`config.mk`:
```
export PLATFORM = sky130hd
export DESIGN_NAME = drive_enable_and_s_curve_move_unit
export DESIGN_NICKNAME = d
export VERILOG_FILES = /design/src/design/dscm_pkg.sv /design/src/design/dscm_cfg.sv /design/src/design/dscm_mul.sv /design/src/design/dscm_div.sv /design/src/design/drive_enable_and_s_curve_move_unit.sv
export SDC_FILE = /design/constraint.sdc
export NUM_CORES = 2
export LEC_CHECK = 0
export BUFFER_PORTS_ARGS = -buffer_cell sky130_fd_sc_hd__buf_4
export CAP_MARGIN = 20
export CORE_MARGIN = 2
export CORE_UTILIZATION = 43
export DETAILED_ROUTE_END_ITERATION = 12
export PLACE_DENSITY = 0.63
export SYNTH_ARGS = -nofsm -noshare
export SYNTH_HDL_FRONTEND = slang
export SYNTH_SLANG_ARGS = --single-unit
```
`constraint.sdc`:
```
create_clock -name clk -period 9.41 [get_ports clk]
set_input_delay 0 -clock clk [delete_from_list [all_inputs] [get_ports clk]]
set_output_delay 0 -clock clk [all_outputs]
set_load 0.01 [all_outputs]
```
`src/design/dscm_pkg.sv`:
```
// Shared types, constants and register map for the drive enable and
// s-curve move unit. No dependencies.
`timescale 1ns / 1ps
`default_nettype none
package dscm_pkg;

  // Configuration port geometry
  localparam int ADDR_W = 4;
  localparam int DATA_W = 32;

  // Register indexes, taken from paddr[3:2]
  localparam logic [1:0] REG_STEP_DISTANCE    = 2'd0;
  localparam logic [1:0] REG_PROFILE_CYCLES   = 2'd1;
  localparam logic [1:0] REG_ARRIVE_TOLERANCE = 2'd2;
  localparam logic [1:0] REG_DWELL_CYCLES     = 2'd3;

  // Register reset values
  localparam logic [23:0] RST_STEP_DISTANCE    = 24'd100000;
  localparam logic [11:0] RST_PROFILE_CYCLES   = 12'd200;
  localparam logic [15:0] RST_ARRIVE_TOLERANCE = 16'd50;
  localparam logic [15:0] RST_DWELL_CYCLES     = 16'd1000;

  // Status word masks and patterns
  localparam logic [15:0] SW_MASK_FAULT  = 16'h004F;
  localparam logic [15:0] SW_MASK_STATE  = 16'h006F;
  localparam logic [15:0] SW_FAULT       = 16'h0008;
  localparam logic [15:0] SW_SW_ON_DIS   = 16'h0040;
  localparam logic [15:0] SW_READY       = 16'h0021;
  localparam logic [15:0] SW_SWITCHED_ON = 16'h0023;
  localparam logic [15:0] SW_OP_ENABLED  = 16'h0027;

  // Control words and operating mode
  localparam logic [7:0] CW_FAULT_RESET = 8'h80;
  localparam logic [7:0] CW_SHUTDOWN    = 8'h06;
  localparam logic [7:0] CW_SWITCH_ON   = 8'h07;
  localparam logic [7:0] CW_ENABLE_OP   = 8'h0F;
  localparam logic [3:0] MODE_CSP       = 4'd8;

  // Arithmetic widths of the profile point
  localparam int MUL_W  = 24;         // shared multiplier operand width
  localparam int PROD_W = 2 * MUL_W;  // registered product width
  localparam int NUM_W  = 60;         // delta * k^2 * (3N - 2k)
  localparam int DEN_W  = 36;         // N^3
  localparam int QUO_W  = 24;         // quotient never exceeds |delta|
  localparam int HALF_T = 18;         // split of the 36-bit k^2*(3N-2k) term

  typedef struct packed {
    logic [23:0] step_distance;
    logic [11:0] profile_cycles;
    logic [15:0] arrive_tolerance;
    logic [15:0] dwell_cycles;
  } cfg_t;

  typedef struct packed {
    logic busy;
    logic done;
  } div_stat_t;

  typedef enum logic [3:0] {
    S_IDLE,
    S_DECODE,
    S_START,
    S_CHECK,
    S_MUL_KK,
    S_MUL_N2,
    S_MUL_T,
    S_MUL_D,
    S_MUL_LO,
    S_MUL_HI,
    S_ADD,
    S_DIV,
    S_APPLY,
    S_OUT
  } state_t;

endpackage
`default_nettype wire

```
`src/design/dscm_cfg.sv`:
```
// APB-style configuration registers of the move unit.
// Depends on dscm_pkg for the register map and reset values.
`timescale 1ns / 1ps
`default_nettype none
module dscm_cfg (
  input  wire logic                       clk,
  input  wire logic                       rst,
  input  wire logic                       psel,
  input  wire logic                       penable,
  input  wire logic                       pwrite,
  input  wire logic [dscm_pkg::ADDR_W-1:0] paddr,
  input  wire logic [dscm_pkg::DATA_W-1:0] pwdata,
  output logic      [dscm_pkg::DATA_W-1:0] prdata,
  output logic                            pready,
  output dscm_pkg::cfg_t                  cfg
);

  logic wr_en;

  assign pready = 1'b1;
  assign wr_en  = psel && penable && pwrite;

  // Write the addressed register at the access phase
  always_ff @(posedge clk) begin
    if (rst) begin
      cfg.step_distance    <= dscm_pkg::RST_STEP_DISTANCE;
      cfg.profile_cycles   <= dscm_pkg::RST_PROFILE_CYCLES;
      cfg.arrive_tolerance <= dscm_pkg::RST_ARRIVE_TOLERANCE;
      cfg.dwell_cycles     <= dscm_pkg::RST_DWELL_CYCLES;
    end else if (wr_en) begin
      unique case (paddr[3:2])
        dscm_pkg::REG_STEP_DISTANCE:    cfg.step_distance    <= pwdata[23:0];
        dscm_pkg::REG_PROFILE_CYCLES:   cfg.profile_cycles   <= pwdata[11:0];
        dscm_pkg::REG_ARRIVE_TOLERANCE: cfg.arrive_tolerance <= pwdata[15:0];
        dscm_pkg::REG_DWELL_CYCLES:     cfg.dwell_cycles     <= pwdata[15:0];
        default: ;
      endcase
    end
  end

  // Return the addressed register, zero extended
  always_comb begin
    unique case (paddr[3:2])
      dscm_pkg::REG_STEP_DISTANCE:    prdata = {8'd0, cfg.step_distance};
      dscm_pkg::REG_PROFILE_CYCLES:   prdata = {20'd0, cfg.profile_cycles};
      dscm_pkg::REG_ARRIVE_TOLERANCE: prdata = {16'd0, cfg.arrive_tolerance};
      dscm_pkg::REG_DWELL_CYCLES:     prdata = {16'd0, cfg.dwell_cycles};
      default:                        prdata = '0;
    endcase
  end

endmodule
`default_nettype wire

```
`src/design/dscm_mul.sv`:
```
// Shared unsigned multiplier with a registered product.
// Depends on dscm_pkg for the operand width.
`timescale 1ns / 1ps
`default_nettype none
module dscm_mul (
  input  wire logic                         clk,
  input  wire logic [dscm_pkg::MUL_W-1:0]   a,
  input  wire logic [dscm_pkg::MUL_W-1:0]   b,
  output logic      [dscm_pkg::PROD_W-1:0]  p
);

  // Register the product for the next sequencer step
  always_ff @(posedge clk) begin
    p <= a * b;
  end

endmodule
`default_nettype wire

```
`src/design/dscm_div.sv`:
```
// Serial restoring divider, one quotient bit per cycle.
// Depends on dscm_pkg for operand widths and the status struct.
`timescale 1ns / 1ps
`default_nettype none
module dscm_div (
  input  wire logic                        clk,
  input  wire logic                        rst,
  input  wire logic                        start,
  input  wire logic [dscm_pkg::NUM_W-1:0]  num,
  input  wire logic [dscm_pkg::DEN_W-1:0]  den,
  output logic      [dscm_pkg::QUO_W-1:0]  quo,
  output dscm_pkg::div_stat_t              stat
);

  localparam int CNT_W = $clog2(dscm_pkg::QUO_W);
  localparam logic [CNT_W-1:0] LAST = CNT_W'(dscm_pkg::QUO_W - 1);

  logic [dscm_pkg::DEN_W-1:0] rem;
  logic [dscm_pkg::QUO_W-1:0] low;
  logic [CNT_W-1:0]           cnt;
  logic [dscm_pkg::DEN_W:0]   trial;
  logic [dscm_pkg::DEN_W:0]   diff;
  logic                       ge;

  // Trial subtract of the shifted remainder
  assign trial = {rem, low[dscm_pkg::QUO_W-1]};
  assign diff  = trial - {1'b0, den};
  assign ge    = trial >= {1'b0, den};
  assign quo   = low;

  // Control: busy while the quotient bits are formed, then a done pulse
  always_ff @(posedge clk) begin
    if (rst) begin
      stat.busy <= 1'b0;
      stat.done <= 1'b0;
      cnt       <= '0;
    end else begin
      stat.done <= 1'b0;
      if (start) begin
        stat.busy <= 1'b1;
        cnt       <= '0;
      end else if (stat.busy) begin
        cnt <= cnt + 1'b1;
        if (cnt == LAST) begin
          stat.busy <= 1'b0;
          stat.done <= 1'b1;
        end
      end
    end
  end

  // Datapath: quotient bits shift into the low word
  always_ff @(posedge clk) begin
    if (start) begin
      rem <= num[dscm_pkg::NUM_W-1:dscm_pkg::QUO_W];
      low <= num[dscm_pkg::QUO_W-1:0];
    end else if (stat.busy) begin
      rem <= ge ? diff[dscm_pkg::DEN_W-1:0] : trial[dscm_pkg::DEN_W-1:0];
      low <= {low[dscm_pkg::QUO_W-2:0], ge};
    end
  end

endmodule
`default_nettype wire

```
`src/design/drive_enable_and_s_curve_move_unit.sv`:
```
// Drive enable sequencer with a smoothstep back-and-forth move generator.
// One input transfer is one process-data cycle (frame_ok, status_word,
// actual_position); each yields one result transfer with control_word,
// op_mode, target_position, moving and dwelling.
// Configuration goes through the APB-style port (step_distance at 0x0,
// profile_cycles at 0x4, arrive_tolerance at 0x8, dwell_cycles at 0xC);
// pready is always high and reads return the register value.
// A bad frame or a plain enable step passes through S_DECODE and S_OUT;
// its result is loaded as in_ready returns, at the same edge. Arrival,
// timeout, dwell and idle cycles pass S_DECODE, S_START, S_CHECK and S_OUT.
// A profile point runs through the shared 24x24 multiplier six times and
// then a 24-step serial divider before S_APPLY and S_OUT; most of that
// time goes into the divider.
// in_ready is high only while the sequencer is idle; one item is in work
// at a time. A finished result sits in the output register while the next
// item is taken; if the receiver still stalls when the next result is done,
// the sequencer holds it until the output register frees.
// Reset (rst, synchronous) clears control word, mode, target and move state,
// sets the positive direction first, and loads the register defaults.
`timescale 1ns / 1ps
`default_nettype none
module drive_enable_and_s_curve_move_unit (
  input  wire logic                        clk,
  input  wire logic                        rst,
  // input channel
  input  wire logic                        in_valid,
  output logic                             in_ready,
  input  wire logic                        frame_ok,
  input  wire logic [15:0]                 status_word,
  input  wire logic signed [31:0]          actual_position,
  // result channel
  output logic                             out_valid,
  input  wire logic                        out_ready,
  output logic [7:0]                       control_word,
  output logic [3:0]                       op_mode,
  output logic signed [31:0]               target_position,
  output logic                             moving,
  output logic                             dwelling,
  // configuration port
  input  wire logic                        psel,
  input  wire logic                        penable,
  input  wire logic                        pwrite,
  input  wire logic [dscm_pkg::ADDR_W-1:0] paddr,
  input  wire logic [dscm_pkg::DATA_W-1:0] pwdata,
  output logic      [dscm_pkg::DATA_W-1:0] prdata,
  output logic                             pready
);

  dscm_pkg::cfg_t      cfg;
  dscm_pkg::state_t    state, state_next;
  dscm_pkg::div_stat_t div_stat;

  // Latched input item
  logic        frame_reg;
  logic [15:0] status_reg;
  logic [31:0] pos_reg;

  // Drive and move state
  logic [7:0]  control_reg;
  logic [3:0]  mode_reg;
  logic [31:0] target_reg;
  logic [31:0] move_start;
  logic [31:0] move_end;
  logic        move_active;
  logic        go_positive;
  logic [12:0] step_index;
  logic [15:0] dwell_left;

  // Profile point working registers
  logic [11:0] k_reg;
  logic [13:0] coef;
  logic [23:0] mag;
  logic        neg;
  logic [23:0] kk;
  logic [23:0] n2;
  logic [35:0] tval;
  logic [35:0] den;
  logic [41:0] plo;

  // Shared units
  logic [dscm_pkg::MUL_W-1:0]  mul_a, mul_b;
  logic [dscm_pkg::PROD_W-1:0] prod;
  logic [dscm_pkg::NUM_W-1:0]  div_num;
  logic [dscm_pkg::QUO_W-1:0]  quo;
  logic                        div_start;

  // Combinational helpers
  logic        accept_in;
  logic        out_free;
  logic [15:0] sw_f;
  logic [15:0] sw_s;
  logic [11:0] n_eff;
  logic [11:0] k_val;
  logic [13:0] coef_val;
  logic [32:0] pos33;
  logic [32:0] end_sum;
  logic [31:0] end_sat;
  logic [32:0] err;
  logic [32:0] aerr;
  logic        arrived;
  logic [32:0] delta;
  logic [32:0] mag_val;
  logic [31:0] q_ext;

  dscm_cfg u_cfg (
    .clk     (clk),
    .rst     (rst),
    .psel    (psel),
    .penable (penable),
    .pwrite  (pwrite),
    .paddr   (paddr),
    .pwdata  (pwdata),
    .prdata  (prdata),
    .pready  (pready),
    .cfg     (cfg)
  );

  dscm_mul u_mul (
    .clk (clk),
    .a   (mul_a),
    .b   (mul_b),
    .p   (prod)
  );

  dscm_div u_div (
    .clk   (clk),
    .rst   (rst),
    .start (div_start),
    .num   (div_num),
    .den   (den),
    .quo   (quo),
    .stat  (div_stat)
  );

  assign accept_in = in_valid && in_ready;
  assign out_free  = !out_valid || out_ready;
  assign sw_f      = status_reg & dscm_pkg::SW_MASK_FAULT;
  assign sw_s      = status_reg & dscm_pkg::SW_MASK_STATE;

  // Profile length and clamped step
  assign n_eff    = (cfg.profile_cycles == 12'd0) ? 12'd1 : cfg.profile_cycles;
  assign k_val    = (step_index < {1'b0, n_eff}) ? step_index[11:0] : n_eff;
  assign coef_val = {1'b0, n_eff, 1'b0} + {2'b00, n_eff} - {1'b0, k_val, 1'b0};

  // End position with saturation to the int32 range
  assign pos33   = {pos_reg[31], pos_reg};
  assign end_sum = go_positive ? pos33 + {9'd0, cfg.step_distance}
                               : pos33 - {9'd0, cfg.step_distance};
  assign end_sat = (end_sum[32] != end_sum[31])
                   ? (end_sum[32] ? 32'h8000_0000 : 32'h7FFF_FFFF)
                   : end_sum[31:0];

  // Arrival test on the exact difference
  assign err     = pos33 - {move_end[31], move_end};
  assign aerr    = err[32] ? (~err + 33'd1) : err;
  assign arrived = aerr <= {17'd0, cfg.arrive_tolerance};

  // Move length; it never exceeds step_distance
  assign delta   = {move_end[31], move_end} - {move_start[31], move_start};
  assign mag_val = delta[32] ? (~delta + 33'd1) : delta;

  // Numerator: high partial product shifted onto the low one
  assign div_num = {prod[41:0], {dscm_pkg::HALF_T{1'b0}}} + {18'd0, plo};
  assign q_ext   = {8'd0, quo};

  // Next state
  always_comb begin
    state_next = state;
    unique case (state)
      dscm_pkg::S_IDLE:   if (in_valid) state_next = dscm_pkg::S_DECODE;
      dscm_pkg::S_DECODE: begin
        if (frame_reg && sw_f != dscm_pkg::SW_FAULT && sw_f != dscm_pkg::SW_SW_ON_DIS
            && sw_s != dscm_pkg::SW_READY && sw_s != dscm_pkg::SW_SWITCHED_ON
            && sw_s == dscm_pkg::SW_OP_ENABLED) begin
          state_next = dscm_pkg::S_START;
        end else begin
          state_next = dscm_pkg::S_OUT;
        end
      end
      dscm_pkg::S_START:  state_next = dscm_pkg::S_CHECK;
      dscm_pkg::S_CHECK: begin
        if (move_active && !arrived && step_index <= {1'b0, n_eff}) begin
          state_next = dscm_pkg::S_MUL_KK;
        end else begin
          state_next = dscm_pkg::S_OUT;
        end
      end
      dscm_pkg::S_MUL_KK: state_next = dscm_pkg::S_MUL_N2;
      dscm_pkg::S_MUL_N2: state_next = dscm_pkg::S_MUL_T;
      dscm_pkg::S_MUL_T:  state_next = dscm_pkg::S_MUL_D;
      dscm_pkg::S_MUL_D:  state_next = dscm_pkg::S_MUL_LO;
      dscm_pkg::S_MUL_LO: state_next = dscm_pkg::S_MUL_HI;
      dscm_pkg::S_MUL_HI: state_next = dscm_pkg::S_ADD;
      dscm_pkg::S_ADD:    state_next = dscm_pkg::S_DIV;
      dscm_pkg::S_DIV:    if (div_stat.done) state_next = dscm_pkg::S_APPLY;
      dscm_pkg::S_APPLY:  state_next = dscm_pkg::S_OUT;
      dscm_pkg::S_OUT:    if (out_free) state_next = dscm_pkg::S_IDLE;
      default:            state_next = dscm_pkg::S_IDLE;
    endcase
  end

  // Sequencer outputs: handshake, multiplier operands, divider start
  always_comb begin
    in_ready  = 1'b0;
    div_start = 1'b0;
    mul_a     = '0;
    mul_b     = '0;
    unique case (state)
      dscm_pkg::S_IDLE:   in_ready = 1'b1;
      dscm_pkg::S_MUL_KK: begin
        mul_a = {12'd0, k_reg};
        mul_b = {12'd0, k_reg};
      end
      dscm_pkg::S_MUL_N2: begin
        mul_a = {12'd0, n_eff};
        mul_b = {12'd0, n_eff};
      end
      dscm_pkg::S_MUL_T: begin
        mul_a = kk;
        mul_b = {10'd0, coef};
      end
      dscm_pkg::S_MUL_D: begin
        mul_a = n2;
        mul_b = {12'd0, n_eff};
      end
      dscm_pkg::S_MUL_LO: begin
        mul_a = mag;
        mul_b = {6'd0, tval[dscm_pkg::HALF_T-1:0]};
      end
      dscm_pkg::S_MUL_HI: begin
        mul_a = mag;
        mul_b = {6'd0, tval[35:dscm_pkg::HALF_T]};
      end
      dscm_pkg::S_ADD:    div_start = 1'b1;
      default: ;
    endcase
  end

  always_ff @(posedge clk) begin
    if (rst) begin
      state <= dscm_pkg::S_IDLE;
    end else begin
      state <= state_next;
    end
  end

  // Capture the input item
  always_ff @(posedge clk) begin
    if (accept_in) begin
      frame_reg  <= frame_ok;
      status_reg <= status_word;
      pos_reg    <= actual_position;
    end
  end

  // Drive and move state updates
  always_ff @(posedge clk) begin
    if (rst) begin
      control_reg <= '0;
      mode_reg    <= '0;
      target_reg  <= '0;
      move_start  <= '0;
      move_end    <= '0;
      move_active <= 1'b0;
      go_positive <= 1'b1;
      step_index  <= '0;
      dwell_left  <= '0;
    end else begin
      unique case (state)
        dscm_pkg::S_DECODE: begin
          if (frame_reg) begin
            mode_reg <= dscm_pkg::MODE_CSP;
            if (sw_f == dscm_pkg::SW_FAULT) begin
              control_reg <= dscm_pkg::CW_FAULT_RESET;
            end else if (sw_f == dscm_pkg::SW_SW_ON_DIS) begin
              control_reg <= dscm_pkg::CW_SHUTDOWN;
            end else if (sw_s == dscm_pkg::SW_READY) begin
              control_reg <= dscm_pkg::CW_SWITCH_ON;
            end else if (sw_s == dscm_pkg::SW_SWITCHED_ON) begin
              control_reg <= dscm_pkg::CW_ENABLE_OP;
            end
          end
        end
        dscm_pkg::S_START: begin
          // Begin a new move when neither moving nor dwelling
          if (!move_active && dwell_left == 16'd0) begin
            move_start  <= pos_reg;
            move_end    <= end_sat;
            step_index  <= '0;
            move_active <= 1'b1;
          end
        end
        dscm_pkg::S_CHECK: begin
          if (move_active) begin
            // Finish on arrival or timeout; profiling goes to the multiplier
            if (arrived || step_index > {1'b0, n_eff}) begin
              target_reg  <= move_end;
              move_active <= 1'b0;
              dwell_left  <= cfg.dwell_cycles;
              go_positive <= !go_positive;
            end
          end else begin
            target_reg <= move_end;
            if (dwell_left != 16'd0) begin
              dwell_left <= dwell_left - 16'd1;
            end
          end
        end
        dscm_pkg::S_APPLY: begin
          // Point lies between start and end, so no saturation is needed
          target_reg <= neg ? move_start - q_ext : move_start + q_ext;
          step_index <= step_index + 13'd1;
        end
        default: ;
      endcase
    end
  end

  // Profile point operands and partial results
  always_ff @(posedge clk) begin
    unique case (state)
      dscm_pkg::S_CHECK: begin
        k_reg <= k_val;
        coef  <= coef_val;
        mag   <= mag_val[23:0];
        neg   <= delta[32];
      end
      dscm_pkg::S_MUL_N2: kk   <= prod[23:0];
      dscm_pkg::S_MUL_T:  n2   <= prod[23:0];
      dscm_pkg::S_MUL_D:  tval <= prod[35:0];
      dscm_pkg::S_MUL_LO: den  <= prod[35:0];
      dscm_pkg::S_MUL_HI: plo  <= prod[41:0];
      default: ;
    endcase
  end

  // Output register: load the finished result, drop it on transfer
  always_ff @(posedge clk) begin
    if (rst) begin
      out_valid <= 1'b0;
    end else if (state == dscm_pkg::S_OUT && out_free) begin
      out_valid <= 1'b1;
    end else if (out_ready) begin
      out_valid <= 1'b0;
    end
  end

  always_ff @(posedge clk) begin
    if (state == dscm_pkg::S_OUT && out_free) begin
      control_word    <= control_reg;
      op_mode         <= mode_reg;
      target_position <= target_reg;
      moving          <= move_active;
      dwelling        <= dwell_left != 16'd0;
    end
  end

`ifndef SYNTHESIS
  a_no_move_while_dwell: assert property (@(posedge clk) disable iff (rst)
    !(move_active && dwell_left != 16'd0))
    else $error("move active while dwell counter nonzero");

  a_div_done_in_div: assert property (@(posedge clk) disable iff (rst)
    div_stat.done |-> state == dscm_pkg::S_DIV)
    else $error("divider done outside the divide step");

  a_result_loaded: assert property (@(posedge clk) disable iff (rst)
    (state == dscm_pkg::S_OUT && out_free) |=> out_valid)
    else $error("finished result not presented");

  a_accept_leaves_idle: assert property (@(posedge clk) disable iff (rst)
    accept_in |=> state == dscm_pkg::S_DECODE)
    else $error("accepted item did not start decode");

  a_step_bound: assert property (@(posedge clk) disable iff (rst)
    step_index[12] |-> step_index[11:0] == 12'd0)
    else $error("step index past profile bound");
`endif

endmodule
`default_nettype wire

```
==> impl_results.md <==
* Vias in the first global route at 38,960
* Power, Total at 15.9 mW
* Fin Setup TNS at 0 ns
* Sw Ratio at 46.5%
* Crit-path max FO at 14
* Area grow syn2layout at 12.6%
* Post-synthesis average cell area at 9.05 um^2
* Power per cell area at 286 nW/um^2
* Gr usage total at 25.2%
* Synthesis warning total at 0
* Routed via count at 40,516
* Slew Limit Fails at 0
* Critical path origin: state[3]
* Mapped Cells at 5,479
* Capturing element type of the critical path: flop
* CP Launch Type: flop
* Biggest register: u_cfg.cfg
* Seq. cell area at 15,600 um^2
* Largest register FFs at 68
* Max-slew headroom at 27.9%
* Fillcell total at 10,716
* First-pass GRT wire length at 229,000 um
* Gp weighted congestion at 0.942
* Max Root-Sink Buffers at 3
* Syn Std Cell Area at 49,600 um^2
* Die height at between 300 and 400 um
* Asr flop ratio synth at 0%
* Antenna Nets Post-Route at 0
* Root Driver: clkbuf_16
* Ant diodes at 0
* Peak VDD IR at 0.239 mV
* Most frequent cell after synthesis: nand2_1
* Status: finished clean
* Critical path data required time at 9.93 ns
* Boundary Pins at 173
* Final WL at 149,000 um
* Internal at roughly 8.5 mW
* Largest net degree at the start of global routing at 91
* Max_cap viols at 0
* Grt total ovfl at 0
* Layout cells sized above 1 at between 8 and 9%
* Slowest-stage cell, CP: and4_1
* DIE WIDTH at 343 um
* Total CTS buffers at 71
* Synth area leader: edfxtp_1
* Final period utilization at 95.4%
* Switching pwr at 7.41 mW
* Htree depth at 3
* Clock Pin Slew Worst Setup and Hold Paths at 0.06 ns
* Area of the multi-input gates at 30,500 um^2
* Clock Sinks at 605
* DR iter-0 viols at 4,182
* Fin nets at 6,482
* Most common flop cell mapped by yosys: edfxtp_1
* Hold_sp: actual_position[23]
* Slew @ Worst Pin at 1.07 ns
* Top flop regs: u_cfg.cfg (68), plo (42), u_mul.p (42)
* Final hold vios at 0
* Hold Crit Class: in -> reg
* Reg2reg start: state[3]
* Slowest Stage Delay on Critical Path at 0.69 ns
* Crit Path Class: reg -> reg
* Post-DP HPWL at about 120,000 um
* Initial antenna violation count at 3
* Post-route DRC at 0
* Core area at 114,000 um^2
* CTS tree: done
* Seq cells post-synth at 605
* Synth top cells by count: nand2_1, inv_1, nor2_1
* PortBufs at 137
* Unique masters post-synth at 91
* Fmax achieved at around 110 MHz
* Placement Rows at about 120
* Seq pwr share at between 20 and 25%
* Final Setup Violations at 0
* Clock Power Share at around 18%
* Post-synth EDFFs at 351
* Leakage at roughly 24 nW
* DRT Pass-1 Iters at 6
* CP dominant cell by count: fa_1
* Clk Latency, worst-skew pair at between 0.6 and 0.7 ns
* CP Data Arrival Time at 9.49 ns
* Initial core utilization at 43.3%
* Unrepaired setup endpoints after global routing: false
* Ranking of synthesized cells by area: edfxtp_1, fa_1, dfxtp_1, ha_1, nand2_1
* Drt wl/cell at 20.7 um
* Combinational share of power at approximately 57%
* Synth top area share at 21.3%
* Tmin final at 8.98 ns
* DIE AREA at 118,000 um^2
* Setup Skew at 0.0296 ns
* Sequential share of the synthesized area at between 30% and 40%
* Vias/cell at 5.60
## what timing repair did
item,CTS,global route
hold endpoints to repair,119,0
setup endpoints to repair,0,1
gates resized for setup,0,1
setup buffers,0,0
hold buffers,76,0
## final cells by class
cell class | count | area share (%)
clock buffer | 87 | 3.44
clock inverter | 39 | 0.832
inverter | 681 | 4.58
multi-input combinational | 3970 | 54.7
sequential | 605 | 28.0
tap | 1512 | 3.39
timing repair buffer | 341 | 5.02
## layer usage
layer | up-vias | GRT usage, % | share of wire, %
li1 | 19013 | - | -
met1 | 19616 | 35.7 | 44
met4 | 4 | 7.90 | 3.5
met5 | - | 0 | 0.018
met3 | 272 | 3.65 | 7.9
met2 | 1611 | 39.9 | 45
## logic make-up (layout without fill, tap and decap cells)
group                    after synthesis  after routing  share of synthesized area, %
flip-flops                           605            605                          31.5
AND/OR/NAND/NOR                     1753           1753                          16.1
XOR/XNOR                             297            297                          5.25
adder cells (fa/ha/maj)              746            746                          24.3
multiplexers                          40             40                          1.14
other                                  2             15                        0.0152
AO/OA/AOI/OAI                       1119           1119                          14.5
buffers and inverters                917           1148                          7.12
## power by group through the flow
stage / Sequential (mW) / Combinational, mW / Clock (mW)
after floorplan: 3.70 / 6.48 / 0
after global placement: 3.99 / 8.81 / 0
after detailed placement: 4.00 / 8.93 / 0
after CTS: 3.94 / 9.01 / 2.89
after global routing: 3.98 / 10.0 / 3.00
final: 3.96 / 9.13 / 2.86
## layout by cell type (no fill, tap or decap), drive strengths merged, types with 123 or more instances in the layout
master / Yosys / final
nand2: 741 / 741
xnor2: 174 / 174
nand3: 131 / 131
o21ai: 172 / 172
inv: 681 / 687
nor2: 408 / 408
dfxtp: 254 / 254
fa: 370 / 370
edfxtp: 351 / 351
buf: 41 / 265
ha: 350 / 350
xor2: 123 / 123
a21oi: 406 / 406
## per-stage QoR
step	util (%)	instance area [um^2]	worst slack, ns	std cells	hold slack [ns]
5_1_grt	48.8	55800	0.0281	7235	0.0435
3_5_place_dp	46.0	52600	0.508	7032	0.179
3_3_place_gp	46.0	52600	0.606	7032	0.178
6_report	48.8	55800	0.435	7235	0.0737
4_1_cts	48.8	55800	0.471	7234	0.0382
2_1_floorplan	-	49600	0.134	5492	0.0989
## final timing paths
check | to | slack, ns | cells past startpoint
max | u_mul.p[41] | 0.43 | 33
min | pos_reg[23] | 0.07 | 2
max reg2reg | u_mul.p[41] | 0.43 | 33
min reg2reg | target_position[20] | 0.42 | 0
## worst max-delay path: cells and delay by family, from the launching register on
family                   cells  cell delay [ns]
AND/OR/NAND/NOR              7             1.55
AO/OA/AOI/OAI               10             2.20
XOR/XNOR                     1             0.13
buffers and inverters        8             1.03
flip-flops                   1             0.54
adder cells (fa/ha/maj)      7             3.38
Power figures use the tool's default switching activity.
